File: src/rtl/psgc_pkg.sv
package psgc_pkg;

  localparam int NUM_DIMS  = 3;
  localparam int DIM_W     = 2;
  localparam int EXT_W     = 11;
  localparam int ELEM_W    = 5;
  localparam int DIMS_W    = 2;
  localparam int CFG_IDX_W = 3;
  localparam int CFG_DAT_W = 11;
  localparam int OFS_W     = 34;
  localparam int LEN_W     = 35;
  localparam int DIV_STEPS = EXT_W;
  localparam int STEP_W    = 4;

  // configuration register indexes
  localparam logic [CFG_IDX_W-1:0] CFG_GRID_X    = 3'd0;
  localparam logic [CFG_IDX_W-1:0] CFG_GRID_Y    = 3'd1;
  localparam logic [CFG_IDX_W-1:0] CFG_GRID_Z    = 3'd2;
  localparam logic [CFG_IDX_W-1:0] CFG_ELEM      = 3'd3;
  localparam logic [CFG_IDX_W-1:0] CFG_DIMS      = 3'd4;
  localparam logic [CFG_IDX_W-1:0] CFG_INTO_GRID = 3'd5;

  localparam logic ACT_START   = 1'b0;
  localparam logic ACT_ADVANCE = 1'b1;

  typedef enum logic [3:0] {
    OP_NONE,
    OP_START,
    OP_DIV_LOAD,
    OP_DIV_STEP,
    OP_DIV_STORE,
    OP_CALC1,
    OP_CALC2,
    OP_CALC3,
    OP_EMIT
  } dp_op_e;

  typedef struct packed {
    dp_op_e           op;
    logic [DIM_W-1:0] dim;
  } dp_cmd_t;

  typedef struct packed {
    logic req_busy;
    logic out_stall;
  } dp_status_t;

endpackage

File: src/rtl/psgc_ctrl.sv
module psgc_ctrl (
  input  logic                  clk_i,
  input  logic                  rst_ni,
  input  logic                  in_valid_i,
  input  logic                  action_i,
  output logic                  in_ready_o,
  input  psgc_pkg::dp_status_t  status_i,
  output psgc_pkg::dp_cmd_t     cmd_o
);

  localparam logic [2:0] S_IDLE   = 3'd0;
  localparam logic [2:0] S_DLOAD  = 3'd1;
  localparam logic [2:0] S_DSTEP  = 3'd2;
  localparam logic [2:0] S_DSTORE = 3'd3;
  localparam logic [2:0] S_CALC2  = 3'd4;
  localparam logic [2:0] S_CALC3  = 3'd5;
  localparam logic [2:0] S_EMIT   = 3'd6;

  logic [2:0]                      state_q, state_d;
  logic [psgc_pkg::DIM_W-1:0]      dim_q, dim_d;
  logic [psgc_pkg::STEP_W-1:0]     step_q, step_d;

  assign in_ready_o = (state_q == S_IDLE);

  always_comb begin
    state_d   = state_q;
    dim_d     = dim_q;
    step_d    = step_q;
    cmd_o.op  = psgc_pkg::OP_NONE;
    cmd_o.dim = dim_q;
    unique case (state_q)
      S_IDLE: begin
        if (in_valid_i) begin
          if (action_i == psgc_pkg::ACT_START) begin
            cmd_o.op = psgc_pkg::OP_START;
            dim_d    = '0;
            state_d  = S_DLOAD;
          end else if (status_i.req_busy) begin
            cmd_o.op = psgc_pkg::OP_CALC1;
            state_d  = S_CALC2;
          end
        end
      end
      S_DLOAD: begin
        cmd_o.op = psgc_pkg::OP_DIV_LOAD;
        step_d   = '0;
        state_d  = S_DSTEP;
      end
      S_DSTEP: begin
        cmd_o.op = psgc_pkg::OP_DIV_STEP;
        step_d   = step_q + 1'b1;
        if (step_q == psgc_pkg::STEP_W'(psgc_pkg::DIV_STEPS - 1)) begin
          state_d = S_DSTORE;
        end
      end
      S_DSTORE: begin
        cmd_o.op = psgc_pkg::OP_DIV_STORE;
        if (dim_q == psgc_pkg::DIM_W'(psgc_pkg::NUM_DIMS - 1)) begin
          state_d = S_IDLE;
        end else begin
          dim_d   = dim_q + 1'b1;
          state_d = S_DLOAD;
        end
      end
      S_CALC2: begin
        cmd_o.op = psgc_pkg::OP_CALC2;
        state_d  = S_CALC3;
      end
      S_CALC3: begin
        cmd_o.op = psgc_pkg::OP_CALC3;
        state_d  = S_EMIT;
      end
      S_EMIT: begin
        if (!status_i.out_stall) begin
          cmd_o.op = psgc_pkg::OP_EMIT;
          state_d  = S_IDLE;
        end
      end
      default: begin
        state_d = S_IDLE;
      end
    endcase
  end

  always_ff @(posedge clk_i or negedge rst_ni) begin
    if (!rst_ni) begin
      state_q <= S_IDLE;
      dim_q   <= '0;
      step_q  <= '0;
    end else begin
      state_q <= state_d;
      dim_q   <= dim_d;
      step_q  <= step_d;
    end
  end

endmodule

File: src/rtl/psgc_dp.sv
module psgc_dp #(
  parameter int MAX_EXTENT     = 1024,
  parameter int MAX_ELEM_BYTES = 16,
  parameter int MAX_DIMS       = 3
) (
  input  logic                                   clk_i,
  input  logic                                   rst_ni,
  input  psgc_pkg::dp_cmd_t                      cmd_i,
  output psgc_pkg::dp_status_t                   status_o,
  input  logic                                   cfg_valid_i,
  input  logic [psgc_pkg::CFG_IDX_W-1:0]         cfg_index_i,
  input  logic [psgc_pkg::CFG_DAT_W-1:0]         cfg_data_i,
  input  logic signed [psgc_pkg::EXT_W-1:0]      off_x_i,
  input  logic signed [psgc_pkg::EXT_W-1:0]      off_y_i,
  input  logic signed [psgc_pkg::EXT_W-1:0]      off_z_i,
  input  logic [psgc_pkg::EXT_W-1:0]             size_x_i,
  input  logic [psgc_pkg::EXT_W-1:0]             size_y_i,
  input  logic [psgc_pkg::EXT_W-1:0]             size_z_i,
  output logic                                   out_valid_o,
  input  logic                                   out_ready_i,
  output logic [psgc_pkg::OFS_W-1:0]             grid_byte_offset_o,
  output logic [psgc_pkg::OFS_W-1:0]             buffer_byte_offset_o,
  output logic [psgc_pkg::LEN_W-1:0]             length_bytes_o,
  output logic                                   write_to_grid_o,
  output logic                                   last_o
);

  localparam int EW    = psgc_pkg::EXT_W;
  localparam int ND    = psgc_pkg::NUM_DIMS;
  localparam int M1_W  = 2 * EW;
  localparam int M2_W  = M1_W + 1 + EW;
  localparam int G_W   = M2_W + 1 + psgc_pkg::ELEM_W;
  localparam int LB1_W = 2 * EW;
  localparam int LB2_W = 3 * EW;
  localparam int LF_W  = LB2_W + psgc_pkg::ELEM_W;

  localparam int ExtMaxRepr  = (1 << EW) - 1;
  localparam int ElemMaxRepr = (1 << psgc_pkg::ELEM_W) - 1;
  localparam int DimsMaxRepr = (1 << psgc_pkg::DIMS_W) - 1;
  localparam logic [EW-1:0] ExtClamp =
    EW'((MAX_EXTENT > ExtMaxRepr) ? ExtMaxRepr : MAX_EXTENT);
  localparam logic [psgc_pkg::ELEM_W-1:0] ElemClamp =
    psgc_pkg::ELEM_W'((MAX_ELEM_BYTES > ElemMaxRepr) ? ElemMaxRepr : MAX_ELEM_BYTES);
  localparam logic [psgc_pkg::DIMS_W-1:0] DimsClamp =
    psgc_pkg::DIMS_W'((MAX_DIMS > DimsMaxRepr) ? DimsMaxRepr : MAX_DIMS);

  // configuration registers
  logic [EW-1:0]                   reg_grid_q [ND];
  logic [psgc_pkg::ELEM_W-1:0]     reg_elem_q;
  logic [psgc_pkg::DIMS_W-1:0]     reg_dims_q;
  logic                            reg_into_q;

  // latched request
  logic                            req_busy_q;
  logic                            contig_q;
  logic [EW-1:0]                   lat_grid_q [ND];
  logic [psgc_pkg::ELEM_W-1:0]     lat_elem_q;
  logic                            lat_into_q;
  logic [EW-1:0]                   size_q [ND];
  logic                            off_neg_q [ND];
  logic [EW-1:0]                   off_mag_q [ND];
  logic [EW-1:0]                   saved_off_q [ND];

  // row walk
  logic [EW-1:0]                   row_y_q, row_z_q;
  logic [EW-1:0]                   cur_y_q, cur_z_q;
  logic                            second_q;
  logic [EW-1:0]                   x_left_q;
  logic [psgc_pkg::LEN_W-1:0]      buf_pos_q;

  // remainder unit
  logic [EW-1:0]                   div_rem_q, div_num_q;
  logic [EW:0]                     div_sh, div_g;
  logic [EW-1:0]                   div_rem_next, div_fix;

  // offset / length chain
  logic [M1_W-1:0]                 m1_q;
  logic [M2_W-1:0]                 m2_q;
  logic [EW-1:0]                   yy_q, xx_q;
  logic [LB1_W-1:0]                lb1_q;
  logic [LB2_W-1:0]                lb2_q;
  logic [psgc_pkg::OFS_W-1:0]      gofs_q;
  logic [psgc_pkg::LEN_W-1:0]      len_q;
  logic                            last_q, second_next_q, row_end_y_q;
  logic [EW-1:0]                   xl_next_q;

  // output register
  logic                            out_valid_q;
  logic [psgc_pkg::OFS_W-1:0]      out_gofs_q, out_bofs_q;
  logic [psgc_pkg::LEN_W-1:0]      out_len_q;
  logic                            out_into_q, out_last_q;

  // start-time values
  logic [EW-1:0]                   off_in [ND];
  logic [EW-1:0]                   size_in [ND];
  logic [psgc_pkg::DIMS_W-1:0]     dims_c;
  logic [psgc_pkg::ELEM_W-1:0]     elem_c;
  logic [EW-1:0]                   st_grid [ND];
  logic [EW-1:0]                   st_size [ND];
  logic                            st_neg [ND];
  logic [EW-1:0]                   st_mag [ND];
  logic                            st_contig, st_empty;

  // calc1 values
  logic [EW-1:0]                   c_yy, c_zz, c_xx, c_piece, c_xl_next, c_avail;
  logic                            c_second_next, c_row_end_y, c_row_end_z;
  logic [EW:0]                     cur_y_inc, cur_z_inc;
  logic [psgc_pkg::LEN_W-1:0]      buf_pos_next;
  logic [G_W-1:0]                  gofs_full;
  logic [LF_W-1:0]                 len_full;

  assign off_in[0]  = off_x_i;
  assign off_in[1]  = off_y_i;
  assign off_in[2]  = off_z_i;
  assign size_in[0] = size_x_i;
  assign size_in[1] = size_y_i;
  assign size_in[2] = size_z_i;

  always_comb begin
    dims_c = (reg_dims_q == '0) ? psgc_pkg::DIMS_W'(1) :
             ((reg_dims_q > DimsClamp) ? DimsClamp : reg_dims_q);
    elem_c = (reg_elem_q == '0) ? psgc_pkg::ELEM_W'(1) :
             ((reg_elem_q > ElemClamp) ? ElemClamp : reg_elem_q);
    st_contig = 1'b1;
    st_empty  = 1'b0;
    for (int i = 0; i < ND; i++) begin
      if (i < int'(dims_c)) begin
        st_grid[i] = (reg_grid_q[i] == '0) ? EW'(1) :
                     ((reg_grid_q[i] > ExtClamp) ? ExtClamp : reg_grid_q[i]);
        st_size[i] = (size_in[i] > ExtClamp) ? ExtClamp : size_in[i];
        st_neg[i]  = off_in[i][EW-1];
        st_mag[i]  = st_neg[i] ? (~off_in[i] + 1'b1) : off_in[i];
        if (size_in[i] == '0) begin
          st_empty = 1'b1;
        end
        if ((i + 1 < int'(dims_c)) && ((off_in[i] != '0) || (st_size[i] != st_grid[i]))) begin
          st_contig = 1'b0;
        end
      end else begin
        st_grid[i] = EW'(1);
        st_size[i] = EW'(1);
        st_neg[i]  = 1'b0;
        st_mag[i]  = '0;
      end
    end
  end

  // restoring division step; the partial remainder stays below the extent
  assign div_sh       = {div_rem_q, div_num_q[EW-1]};
  assign div_g        = {1'b0, lat_grid_q[cmd_i.dim]};
  assign div_rem_next = (div_sh >= div_g) ? EW'(div_sh - div_g) : div_sh[EW-1:0];
  assign div_fix      = (off_neg_q[cmd_i.dim] && (div_rem_q != '0)) ?
                        (lat_grid_q[cmd_i.dim] - div_rem_q) : div_rem_q;

  always_comb begin
    c_avail = lat_grid_q[0] - saved_off_q[0];
    if (contig_q) begin
      c_yy = saved_off_q[1];
      c_zz = saved_off_q[2];
      c_xx = saved_off_q[0];
    end else begin
      c_yy = cur_y_q;
      c_zz = cur_z_q;
      c_xx = second_q ? '0 : saved_off_q[0];
    end
    if (!second_q) begin
      c_piece   = (c_avail > size_q[0]) ? size_q[0] : c_avail;
      c_xl_next = size_q[0] - c_piece;
    end else begin
      c_piece   = (x_left_q < lat_grid_q[0]) ? x_left_q : lat_grid_q[0];
      c_xl_next = x_left_q - c_piece;
    end
    c_second_next = (c_xl_next != '0);
    c_row_end_y   = (({1'b0, row_y_q} + 1'b1) >= {1'b0, size_q[1]});
    c_row_end_z   = (({1'b0, row_z_q} + 1'b1) >= {1'b0, size_q[2]});
  end

  assign cur_y_inc    = {1'b0, cur_y_q} + 1'b1;
  assign cur_z_inc    = {1'b0, cur_z_q} + 1'b1;
  assign buf_pos_next = buf_pos_q + len_q;
  assign gofs_full    = G_W'(G_W'({1'b0, m2_q}) + G_W'(xx_q)) * G_W'(lat_elem_q);
  assign len_full     = LF_W'(lb2_q) * LF_W'(lat_elem_q);

  always_ff @(posedge clk_i or negedge rst_ni) begin
    if (!rst_ni) begin
      reg_grid_q[0] <= EW'(1024);
      reg_grid_q[1] <= EW'(1024);
      reg_grid_q[2] <= EW'(1024);
      reg_elem_q    <= psgc_pkg::ELEM_W'(4);
      reg_dims_q    <= psgc_pkg::DIMS_W'(3);
      reg_into_q    <= 1'b0;
    end else if (cfg_valid_i) begin
      unique case (cfg_index_i)
        psgc_pkg::CFG_GRID_X:    reg_grid_q[0] <= cfg_data_i[EW-1:0];
        psgc_pkg::CFG_GRID_Y:    reg_grid_q[1] <= cfg_data_i[EW-1:0];
        psgc_pkg::CFG_GRID_Z:    reg_grid_q[2] <= cfg_data_i[EW-1:0];
        psgc_pkg::CFG_ELEM:      reg_elem_q    <= cfg_data_i[psgc_pkg::ELEM_W-1:0];
        psgc_pkg::CFG_DIMS:      reg_dims_q    <= cfg_data_i[psgc_pkg::DIMS_W-1:0];
        psgc_pkg::CFG_INTO_GRID: reg_into_q    <= cfg_data_i[0];
        default: ;
      endcase
    end
  end

  always_ff @(posedge clk_i or negedge rst_ni) begin
    if (!rst_ni) begin
      req_busy_q  <= 1'b0;
      out_valid_q <= 1'b0;
    end else begin
      if (cmd_i.op == psgc_pkg::OP_START) begin
        req_busy_q <= !st_empty;
      end else if ((cmd_i.op == psgc_pkg::OP_EMIT) && last_q) begin
        req_busy_q <= 1'b0;
      end
      if (cmd_i.op == psgc_pkg::OP_EMIT) begin
        out_valid_q <= 1'b1;
      end else if (out_ready_i) begin
        out_valid_q <= 1'b0;
      end
    end
  end

  always_ff @(posedge clk_i) begin
    unique case (cmd_i.op)
      psgc_pkg::OP_NONE: ;
      psgc_pkg::OP_START: begin
        contig_q   <= st_contig;
        lat_elem_q <= elem_c;
        lat_into_q <= reg_into_q;
        for (int i = 0; i < ND; i++) begin
          lat_grid_q[i]  <= st_grid[i];
          size_q[i]      <= st_size[i];
          off_neg_q[i]   <= st_neg[i];
          off_mag_q[i]   <= st_mag[i];
        end
        row_y_q   <= '0;
        row_z_q   <= '0;
        second_q  <= 1'b0;
        x_left_q  <= '0;
        buf_pos_q <= '0;
      end
      psgc_pkg::OP_DIV_LOAD: begin
        div_rem_q <= '0;
        div_num_q <= off_mag_q[cmd_i.dim];
      end
      psgc_pkg::OP_DIV_STEP: begin
        div_rem_q <= div_rem_next;
        div_num_q <= {div_num_q[EW-2:0], 1'b0};
      end
      psgc_pkg::OP_DIV_STORE: begin
        saved_off_q[cmd_i.dim] <= div_fix;
        if (cmd_i.dim == psgc_pkg::DIM_W'(1)) begin
          cur_y_q <= div_fix;
        end
        if (cmd_i.dim == psgc_pkg::DIM_W'(2)) begin
          cur_z_q <= div_fix;
        end
      end
      psgc_pkg::OP_CALC1: begin
        m1_q          <= M1_W'(c_zz) * M1_W'(lat_grid_q[1]);
        yy_q          <= c_yy;
        xx_q          <= c_xx;
        lb1_q         <= contig_q ? (LB1_W'(size_q[0]) * LB1_W'(size_q[1])) : LB1_W'(c_piece);
        xl_next_q     <= c_xl_next;
        second_next_q <= c_second_next;
        row_end_y_q   <= c_row_end_y;
        last_q        <= contig_q || (!c_second_next && c_row_end_y && c_row_end_z);
      end
      psgc_pkg::OP_CALC2: begin
        m2_q  <= M2_W'(M2_W'(m1_q) + M2_W'(yy_q)) * M2_W'(lat_grid_q[0]);
        lb2_q <= contig_q ? (LB2_W'(lb1_q) * LB2_W'(size_q[2])) : LB2_W'(lb1_q);
      end
      psgc_pkg::OP_CALC3: begin
        gofs_q <= gofs_full[psgc_pkg::OFS_W-1:0];
        len_q  <= len_full[psgc_pkg::LEN_W-1:0];
      end
      psgc_pkg::OP_EMIT: begin
        out_gofs_q <= gofs_q;
        out_bofs_q <= buf_pos_q[psgc_pkg::OFS_W-1:0];
        out_len_q  <= len_q;
        out_into_q <= lat_into_q;
        out_last_q <= last_q;
        buf_pos_q  <= buf_pos_next;
        if (!contig_q) begin
          x_left_q <= xl_next_q;
          second_q <= second_next_q;
          if (!second_next_q && !last_q) begin
            if (row_end_y_q) begin
              row_y_q <= '0;
              cur_y_q <= saved_off_q[1];
              row_z_q <= row_z_q + 1'b1;
              cur_z_q <= (cur_z_inc == {1'b0, lat_grid_q[2]}) ? '0 : cur_z_inc[EW-1:0];
            end else begin
              row_y_q <= row_y_q + 1'b1;
              cur_y_q <= (cur_y_inc == {1'b0, lat_grid_q[1]}) ? '0 : cur_y_inc[EW-1:0];
            end
          end
        end
      end
      default: ;
    endcase
  end

  assign status_o.req_busy  = req_busy_q;
  assign status_o.out_stall = out_valid_q && !out_ready_i;

  assign out_valid_o          = out_valid_q;
  assign grid_byte_offset_o   = out_gofs_q;
  assign buffer_byte_offset_o = out_bofs_q;
  assign length_bytes_o       = out_len_q;
  assign write_to_grid_o      = out_into_q;
  assign last_o               = out_last_q;

endmodule

File: src/rtl/periodic_subgrid_copy_address_gen_top.sv
// Segment address generator for copies between a periodic 3-D grid and a
// packed subgrid buffer.
// Channels: cfg (valid/ready, index + data, always ready) writes the grid
// extents, element size, dimension count and direction; it is sampled when a
// start beat is taken. The input channel carries start beats (action 0: offsets
// and sizes) and advance beats (action 1); each advance on an active request
// yields one beat on the output channel with grid offset, buffer offset,
// length, direction and a last flag. Advance beats while idle are dropped.
// Sequencing: a start beat wraps the three offsets through a shared
// bit-serial remainder unit, one bit per cycle, and the input stays busy
// until all three are stored. An advance runs the three-stage multiply chain
// for the grid offset; the next input beat is taken only after the result
// has been loaded into the output register.
// Stall: the result sits in an output register; the next advance is still
// taken and computed, and waits in its final stage until that register frees.
// Reset: registers return to their defaults and no request is active.
module periodic_subgrid_copy_address_gen_top #(
  parameter int MAX_EXTENT     = 1024,
  parameter int MAX_ELEM_BYTES = 16,
  parameter int MAX_DIMS       = 3
) (
  input  logic                                clk_i,
  input  logic                                rst_ni,
  input  logic                                cfg_valid_i,
  output logic                                cfg_ready_o,
  input  logic [psgc_pkg::CFG_IDX_W-1:0]      cfg_index_i,
  input  logic [psgc_pkg::CFG_DAT_W-1:0]      cfg_data_i,
  input  logic                                in_valid_i,
  output logic                                in_ready_o,
  input  logic                                action_i,
  input  logic signed [psgc_pkg::EXT_W-1:0]   off_x_i,
  input  logic signed [psgc_pkg::EXT_W-1:0]   off_y_i,
  input  logic signed [psgc_pkg::EXT_W-1:0]   off_z_i,
  input  logic [psgc_pkg::EXT_W-1:0]          size_x_i,
  input  logic [psgc_pkg::EXT_W-1:0]          size_y_i,
  input  logic [psgc_pkg::EXT_W-1:0]          size_z_i,
  output logic                                out_valid_o,
  input  logic                                out_ready_i,
  output logic [psgc_pkg::OFS_W-1:0]          grid_byte_offset_o,
  output logic [psgc_pkg::OFS_W-1:0]          buffer_byte_offset_o,
  output logic [psgc_pkg::LEN_W-1:0]          length_bytes_o,
  output logic                                write_to_grid_o,
  output logic                                last_o
);

  psgc_pkg::dp_cmd_t    cmd;
  psgc_pkg::dp_status_t status;

  assign cfg_ready_o = 1'b1;

  psgc_ctrl u_ctrl (
    .clk_i      (clk_i),
    .rst_ni     (rst_ni),
    .in_valid_i (in_valid_i),
    .action_i   (action_i),
    .in_ready_o (in_ready_o),
    .status_i   (status),
    .cmd_o      (cmd)
  );

  psgc_dp #(
    .MAX_EXTENT     (MAX_EXTENT),
    .MAX_ELEM_BYTES (MAX_ELEM_BYTES),
    .MAX_DIMS       (MAX_DIMS)
  ) u_dp (
    .clk_i                (clk_i),
    .rst_ni               (rst_ni),
    .cmd_i                (cmd),
    .status_o             (status),
    .cfg_valid_i          (cfg_valid_i),
    .cfg_index_i          (cfg_index_i),
    .cfg_data_i           (cfg_data_i),
    .off_x_i              (off_x_i),
    .off_y_i              (off_y_i),
    .off_z_i              (off_z_i),
    .size_x_i             (size_x_i),
    .size_y_i             (size_y_i),
    .size_z_i             (size_z_i),
    .out_valid_o          (out_valid_o),
    .out_ready_i          (out_ready_i),
    .grid_byte_offset_o   (grid_byte_offset_o),
    .buffer_byte_offset_o (buffer_byte_offset_o),
    .length_bytes_o       (length_bytes_o),
    .write_to_grid_o      (write_to_grid_o),
    .last_o               (last_o)
  );

endmodule

File: config.mk
export PLATFORM = sky130hd
export DESIGN_NAME = periodic_subgrid_copy_address_gen_top
export DESIGN_NICKNAME = d
export VERILOG_FILES = /design/src/rtl/psgc_pkg.sv /design/src/rtl/psgc_ctrl.sv /design/src/rtl/psgc_dp.sv /design/src/rtl/periodic_subgrid_copy_address_gen_top.sv
export SDC_FILE = /design/constraint.sdc
export NUM_CORES = 2
export LEC_CHECK = 0
export ABC_AREA = 1
export ABC_CLOCK_PERIOD_IN_PS = 29300
export BUFFER_PORTS_ARGS = -buffer_cell sky130_fd_sc_hd__buf_2
export CORE_MARGIN = 4
export CORE_UTILIZATION = 65
export CTS_CLUSTER_DIAMETER = 60
export CTS_CLUSTER_SIZE = 20
export DETAILED_ROUTE_END_ITERATION = 8
export PLACE_DENSITY = 0.92
export SLEW_MARGIN = 20
export SYNTH_ARGS = -nofsm -noshare
export SYNTH_HDL_FRONTEND = slang
export SYNTH_SLANG_ARGS = --single-unit
File: constraint.sdc
create_clock -name clk_i -period 29.3 [get_ports clk_i]
set_input_delay 5.86 -clock clk_i [delete_from_list [all_inputs] [get_ports clk_i]]
set_output_delay 5.86 -clock clk_i [all_outputs]
set_load 0.02 [all_outputs]
## Word level (Yosys, flattened, before mapping)

Memory sizes are Yosys's and may differ from the RTL's.
Cells that the tools add are included.

| cells by class | value |
|---|---|
| add/subtract/negate cells | 19 |
| multipliers | 6 |
| $lt $le $gt $ge | 16 |
| equal/unequal tests | 37 |
| mux-type cells | 101 |
| bitwise gates (word level) | 3 |
| reduce and logical (&&, ||, !) cells | 51 |

Operator list:

| kind | number |
|---|---|
| $mux W11 | 49 |
| $pmux W11 S2 | 7 |
| $pmux W35 S2 | 1 |
| $gt A11 B11 Y1 const B | 6 |
| $logic_not A11 Y1 | 6 |
| $add A11 B1 Y11 const B | 5 |
| $sub A11 B11 Y11 | 5 |
| $add A11 B1 Y12 const B | 4 |
| $mul A11 B11 Y22 | 2 |
| $reduce_bool A11 Y1 | 4 |
| $mul A40 B5 Y34 | 1 |
| $ge A12 B11 Y1 | 3 |
| $add A34 B11 Y35 | 1 |
| $add A35 B35 Y35 | 1 |
| $mul A33 B5 Y35 | 1 |
| $mul A34 B11 Y34 | 1 |
| $mul A22 B11 Y33 | 1 |
| $not A11 Y11 | 3 |
| $pmux W4 S7 | 1 |
| $eq A12 B11 Y1 | 2 |
| $add A22 B11 Y23 | 1 |
| $mux W1 | 23 |
| $mux W22 | 1 |
| $ne A11 B11 Y1 | 2 |
| 40 further kinds | 102 |

| storage, ports and cells | value |
|---|---|
| register bits | 493 |
| memory bits (writable) | 135 |
| memories kept | 5 |

Memory list:

| memory | words | width | read ports | clocked after Yosys merged registers in | write ports | line | source |
|---|---|---|---|---|---|---|---|
| u_dp.lat_grid_q | 3 | 11 | 4 | 0 | 3 | psgc_dp.sv:56 | `logic [EW-1:0] lat_grid_q [ND];` |
| u_dp.off_mag_q | 3 | 11 | 1 | 0 | 3 | psgc_dp.sv:61 | `logic [EW-1:0] off_mag_q [ND];` |
| u_dp.saved_off_q | 3 | 11 | 3 | 0 | 1 | psgc_dp.sv:62 | `logic [EW-1:0] saved_off_q [ND];` |
| u_dp.size_q | 3 | 11 | 3 | 0 | 3 | psgc_dp.sv:59 | `logic [EW-1:0] size_q [ND];` |
| u_dp.off_neg_q | 3 | 1 | 1 | 0 | 3 | psgc_dp.sv:60 | `logic off_neg_q [ND];` |

## Logic depth before layout (Yosys ltp)

| logic depth | value |
|---|---|
| depth in word-level cells | 11 |
| depth in mapped cells | 41 |

## Modules after synthesis

Synthesis repeated with hierarchy kept, for this count alone.

| unflattened totals | value |
|---|---|
| cells, all modules | 7,589 |
| area total of the unflattened synthesis | 64,614.5 µm² |

Modules (own cells, without submodules):

| module | times used | cells an instance | area an instance (µm²) | sequential area each (µm²) |
|---|---|---|---|---|
| psgc_dp | 1 | 7,500 | 63,967.6 | 18,350.1 |
| psgc_ctrl | 1 | 87 | 635.6 | 225.2 |
| periodic_subgrid_copy_address_gen_top | 1 | 2 | 11.3 | 0.0 |

## Least setup slack after synthesis

No wires, ideal clock.

| timing path | value |
|---|---|
| path kind | input to register |
| start point | input action_i |
| end point | register u_dp.buf_pos_q[0] (netlist name) (enable) |
| data arrival time | 25.747 ns |
| path slack | 3.094 ns |
| stages | 5 |
| buffers on the path | 0 |
| cell sequence | nand2_1 nor3_1 nor4_1 nor2_1 inv_1 |

| on the way | value |
|---|---|
| cells in the longest elaborated chain, start to end | 5 |

RTL lines:

| element | line | source |
|---|---|---|
| start: declaration | periodic_subgrid_copy_address_gen_top.sv:30 | `input logic action_i,` |
| $mux W4 (*) | psgc_ctrl.sv:34 | `if (action_i == psgc_pkg::ACT_START) begin` |
| $mux W4 (*) | psgc_ctrl.sv:33 | `if (in_valid_i) begin` |
| $pmux W4 S7 (*) | psgc_ctrl.sv:31 | `unique case (state_q)` |
| $eq A4 B4 Y1 / $eq A4 B1 Y1 (equally long branches) | psgc_dp.sv:224 | `unique case (cmd_i.op)` |
| $reduce_bool A2 Y1 (no line) (*) | - |  |
| end signal: assignment | psgc_dp.sv:283 | `buf_pos_q <= buf_pos_next;` |
| end: declaration | psgc_dp.sv:69 | `logic [psgc_pkg::LEN_W-1:0] buf_pos_q;` |

Every way passes the cells marked *; elsewhere a longest branch is shown, timed or not.
A chain may end at the register's enable or synchronous reset.

## Worst setup path after layout

| timing path | value |
|---|---|
| start point | input out_ready_i |
| end point | register u_dp.cur_z_q[5] (enable) |

| on the way | value |
|---|---|
| cells in the longest elaborated chain, start to end | 7 |

RTL lines:

| element | line | source |
|---|---|---|
| start: declaration | periodic_subgrid_copy_address_gen_top.sv:38 | `input logic out_ready_i,` |
| $logic_not A1 Y1 (*) | psgc_dp.sv:305 | `assign status_o.out_stall = out_valid_q && !out_ready_i;` |
| $logic_and A1 B1 Y1 (*) | psgc_dp.sv:305 |  |
| $mux W4 (*) | psgc_ctrl.sv:74 | `if (!status_i.out_stall) begin` |
| $pmux W4 S7 (*) | psgc_ctrl.sv:31 |  |
| $eq A4 B3 Y1 / $eq A4 B4 Y1 (equally long branches) | psgc_dp.sv:224 |  |
| $ne A2 B2 Y1 (no line) (tied with other cells) | - |  |
| $reduce_and A5 Y1 (no line) (*) | - |  |
| end signal: assignment | psgc_dp.sv:256 | `cur_z_q <= div_fix;` |
| end signal: assignment | psgc_dp.sv:292 | `cur_z_q <= (cur_z_inc == {1'b0, lat_grid_q[2]}) ? '0 : cur_z_inc[EW-1:0];` |
| end: declaration | psgc_dp.sv:66 | `logic [EW-1:0] cur_y_q, cur_z_q;` |

Marked as above.

==> PnR_summary.wiki <==
{| class="wikitable"
! Metric !! Value
|-
| Htree depth || 2
|-
| Average cell area after synthesis || roughly 8.6 sq um
|-
| Met1 Wirelength || around 58 mm
|-
| Master cell of the clock root buffer || clkbuf_16
|-
| First-pass GRT wire length || 261 mm
|-
| List of cells traversed by the critical path || buf_2 > inv_1 > nand2_1 > nand2_2 > buf_4 > nor2_1 > inv_1 > o21ai_0 > nor2_1
|-
| Layout overhead on the synthesized area || 6.31%
|-
| Worst rel slew slack || 0.149
|-
| Die boundary height || ~320 um
|-
| Post-layout minimum cycle time || ~8 ns
|-
| Critical Path End Type || flip-flop
|-
| Placer congestion estimate || between 0.9 and 1
|-
| Slowest library cell on the worst path || nor2_1
|-
| Post-CTS setup repair buffer count || 0
|-
| DIE WIDTH || 321 um
|-
| Fraction of layout instances using a drive strength above 1 || 0.0560
|-
| Highest clock frequency the design can meet || 0.124 GHz
|-
| Count of routing violations after the opening detailed-route iteration || roughly 4900
|-
| Full die area || slightly above 100000 sq um
|-
| Required @ worst endpoint || roughly 30 ns
|-
| Detailed placer's ending HPWL || approximately 130 mm
|-
| Critical path launch point type || primary input
|-
| Inserted Clock Buffers || 56
|-
| Worst clock skew || about 0.035 ns
|-
| Antenna violations before repair || 2
|-
| Cell count after placement || between 8000 and 9000
|-
| Global-route usage over all layers || 0.312
|-
| Final Hold Fails || 0
|-
| Number of synthesized flops with an enable pin || 575
|-
| Detailed-route wire length per cell || 18.2 um
|-
| Top Ports || roughly 190
|-
| Worst path max stage delay || just over 0.7 ns
|-
| Leading cell types in the layout, fill and taps excluded || nand2_1, inv_1, fa_1, nor2_1, edfxtp_1
|-
| Number of vias after detailed routing || between 50000 and 60000
|-
| Via count of the first global-routing pass || around 53000
|-
| Type of the worst setup path || primary input to flip-flop
|-
| Core Region || 97000 sq um
|-
| Count of distinct cell types in the synthesized netlist || 66
|-
| Type of the worst min-delay path || flip-flop to flip-flop
|-
| Pin slew with the least headroom to its limit || ~1.3 ns
|-
| Share of the clock period used by the worst path || 0.274
|-
| Final setup violation count || 0
|-
| Starting Density || 0.657
|-
| Seq/Total Area, Yosys || 0.291
|-
| Most common library cell in the layout ignoring fill and taps || nand2_1
|-
| Net count reported at finish || 8782
|-
| Mean number of vias per cell || 5.82
|-
| Synth Register Bits || about 630
|-
| Worst path arrival time || roughly 8.4 ns
|-
| Sinks on the clock net || ~630
|-
| Count of final max-slew check failures || 0
|-
| Wire length after detailed routing || about 160 mm
|-
| Proportion of register bits with asynchronous set or reset after synthesis || 0.0829
|-
| Dominant register cell in the synthesized netlist || edfxtp_1
|-
| Maximum number of pins on one net before global-route repair || between 70 and 80
|-
| TritonRoute pass-1 iters || 8
|-
| Cts-stage hold buffer count || 0
|-
| Clock Path Buffers || 3
|-
| Reg clk slew, reported paths || about 0.070 ns
|-
| Cells resized by post-CTS repair || 0
|-
| Max Fanout on Critical Path || 60
|-
| Remaining antenna violation count || 0
|-
| Met3 routed wirelength || roughly 16 mm
|-
| RSZ-0062 raised after global routing || no
|-
| Area of the mapped netlist || between 60000 and 70000 sq um
|-
| Summed negative setup slack over all endpoints || 0 ns
|-
| Clock tree from TritonCTS || done
|-
| Max-Cap Viols || 0
|-
| Count of non-filler cells in the finished layout || a little under 9000
|-
| Result of the run || finished, final reports clean
|-
| Number of warnings reported in the yosys synthesis log || 0
|-
| Routed length on met2 || around 76 mm
|-
| Row count || ~110
|-
| Total nets after synthesis || roughly 8700
|-
| PortBufs || roughly 190
|-
| Global route overflow || 0
|-
| Insertion delay of the later-clocked pin in the worst-skew pair || around 0.70 ns
|-
| Instance count of the mapped netlist || roughly 7400
|-
| Highest signal layer in the routed design || met5
|-
| Number of remaining DRC errors || 0
|}
-- state kept, by name, summed over array words and instances (netlist names), 22 cells and up --
signal                     count
u_dp.m2_q                     34
u_dp.off_mag_q                33
u_dp.lat_grid_q               33
u_dp.saved_off_q              33
u_dp.length_bytes_o           35
u_dp.grid_byte_offset_o       34
u_dp.reg_grid_q               33
u_dp.size_q                   33
u_dp.buffer_byte_offset_o     34
u_dp.lb1_q                    22
u_dp.m1_q                     22
u_dp.len_q                    35
u_dp.buf_pos_q                34
u_dp.gofs_q                   34
u_dp.lb2_q                    33
-- worst paths after layout --
check	startpoint	endpoint	slack, ns	depth (start not counted)
min in group asynchronous	rst_ni	u_ctrl.step_q[1]	5.31	2
worst min register to register	u_dp.gofs_q[3]	u_dp.grid_byte_offset_o[3]	0.42	0
worst max-delay path	out_ready_i	u_dp.cur_z_q[5]	21.26	9
worst min-delay path	u_dp.gofs_q[3]	u_dp.grid_byte_offset_o[3]	0.42	0
max in group asynchronous	rst_ni	u_dp.reg_grid_q[2]	23.48	2
worst max register to register	u_dp.m1_q[0]	u_dp.m2_q[33]	21.62	37
-- per-layer routing --
layer / GRT usage / vias to the layer above
met2: 0.533 / 2872
met3: 0.0509 / 632
met1: 0.386 / 24300
met5: 0 / -
met4: 0.162 / 2
li1: - / 23500
-- Yosys cell counts (15+ instances only) --
master | count | area (sq um)
o221ai_1 | 16 | 140
xnor2_1 | 78 | 683
nand4_1 | 43 | 269
nand2_1 | 1670 | 6270
a31oi_1 | 18 | 113
nor3_1 | 86 | 430
xor2_1 | 163 | 1430
or2_2 | 34 | 213
a21oi_1 | 407 | 2040
o21a_1 | 28 | 210
ha_1 | 500 | 6260
o21ai_0 | 336 | 1680
fa_1 | 715 | 14300
o211ai_1 | 23 | 173
dfrtp_1 | 46 | 1150
nor2_1 | 580 | 2180
o21ai_1 | 15 | 75.1
nor4_1 | 28 | 175
edfxtp_1 | 575 | 17300
a21o_1 | 17 | 128
inv_1 | 1478 | 5550
nand3_1 | 192 | 961
clkbuf_1 | 181 | 679
o21bai_1 | 18 | 135
buf_1 | 15 | 56.3
-- cell type report --
cell class	count	area, sq um
diodes	2	5.00
clock buffers	57	1410
clock inverters	43	543
fillers	6937	29200
inverters	1495	5620
multi-input cells	5077	38800
flip-flops and latches	627	18600
well taps	1276	1600
repair buffers	224	1200
-- worst max-delay path: cells and delay by family --
family                 cells  cell delay, ns
buffers and inverters      4            1.10
AND/OR/NAND/NOR            4            1.07
AO/OA/AOI/OAI              1            0.28
-- logic make-up after synthesis --
| kind of cell | after synthesis | share of synthesized area |
|---|---|---|
| AOI/OAI and AO/OA | 930 | 0.0809 |
| xor gates and xnor gates | 244 | 0.0339 |
| adders and majority gates | 1215 | 0.323 |
| buffers and inverters | 1698 | 0.100 |
| DFF | 627 | 0.291 |
| muxes | 2 | 0.000314 |
| other | 1 | 0.0000588 |
| and+or+nand+nor | 2685 | 0.171 |
-- through the flow --
| stage | area [sq um] | setup WS [ns] | utilization | hold WS (ns) |
|---|---|---|---|---|
| after floorplan | 63800 | 3.09 | - | 0.400 |
| after global placement | 65800 | 20.70 | 0.679 | 0.403 |
| after detailed placement | 65800 | 20.59 | 0.679 | 0.405 |
| after CTS | 67800 | 21.31 | 0.699 | 0.421 |
| after global routing | 67800 | 21.05 | 0.699 | 0.431 |
| final | 67800 | 21.26 | 0.699 | 0.421 |
Power is left out: the tool's default activity adds up to more than one toggle a clock period on the data nets, which glitch-free logic cannot reach.
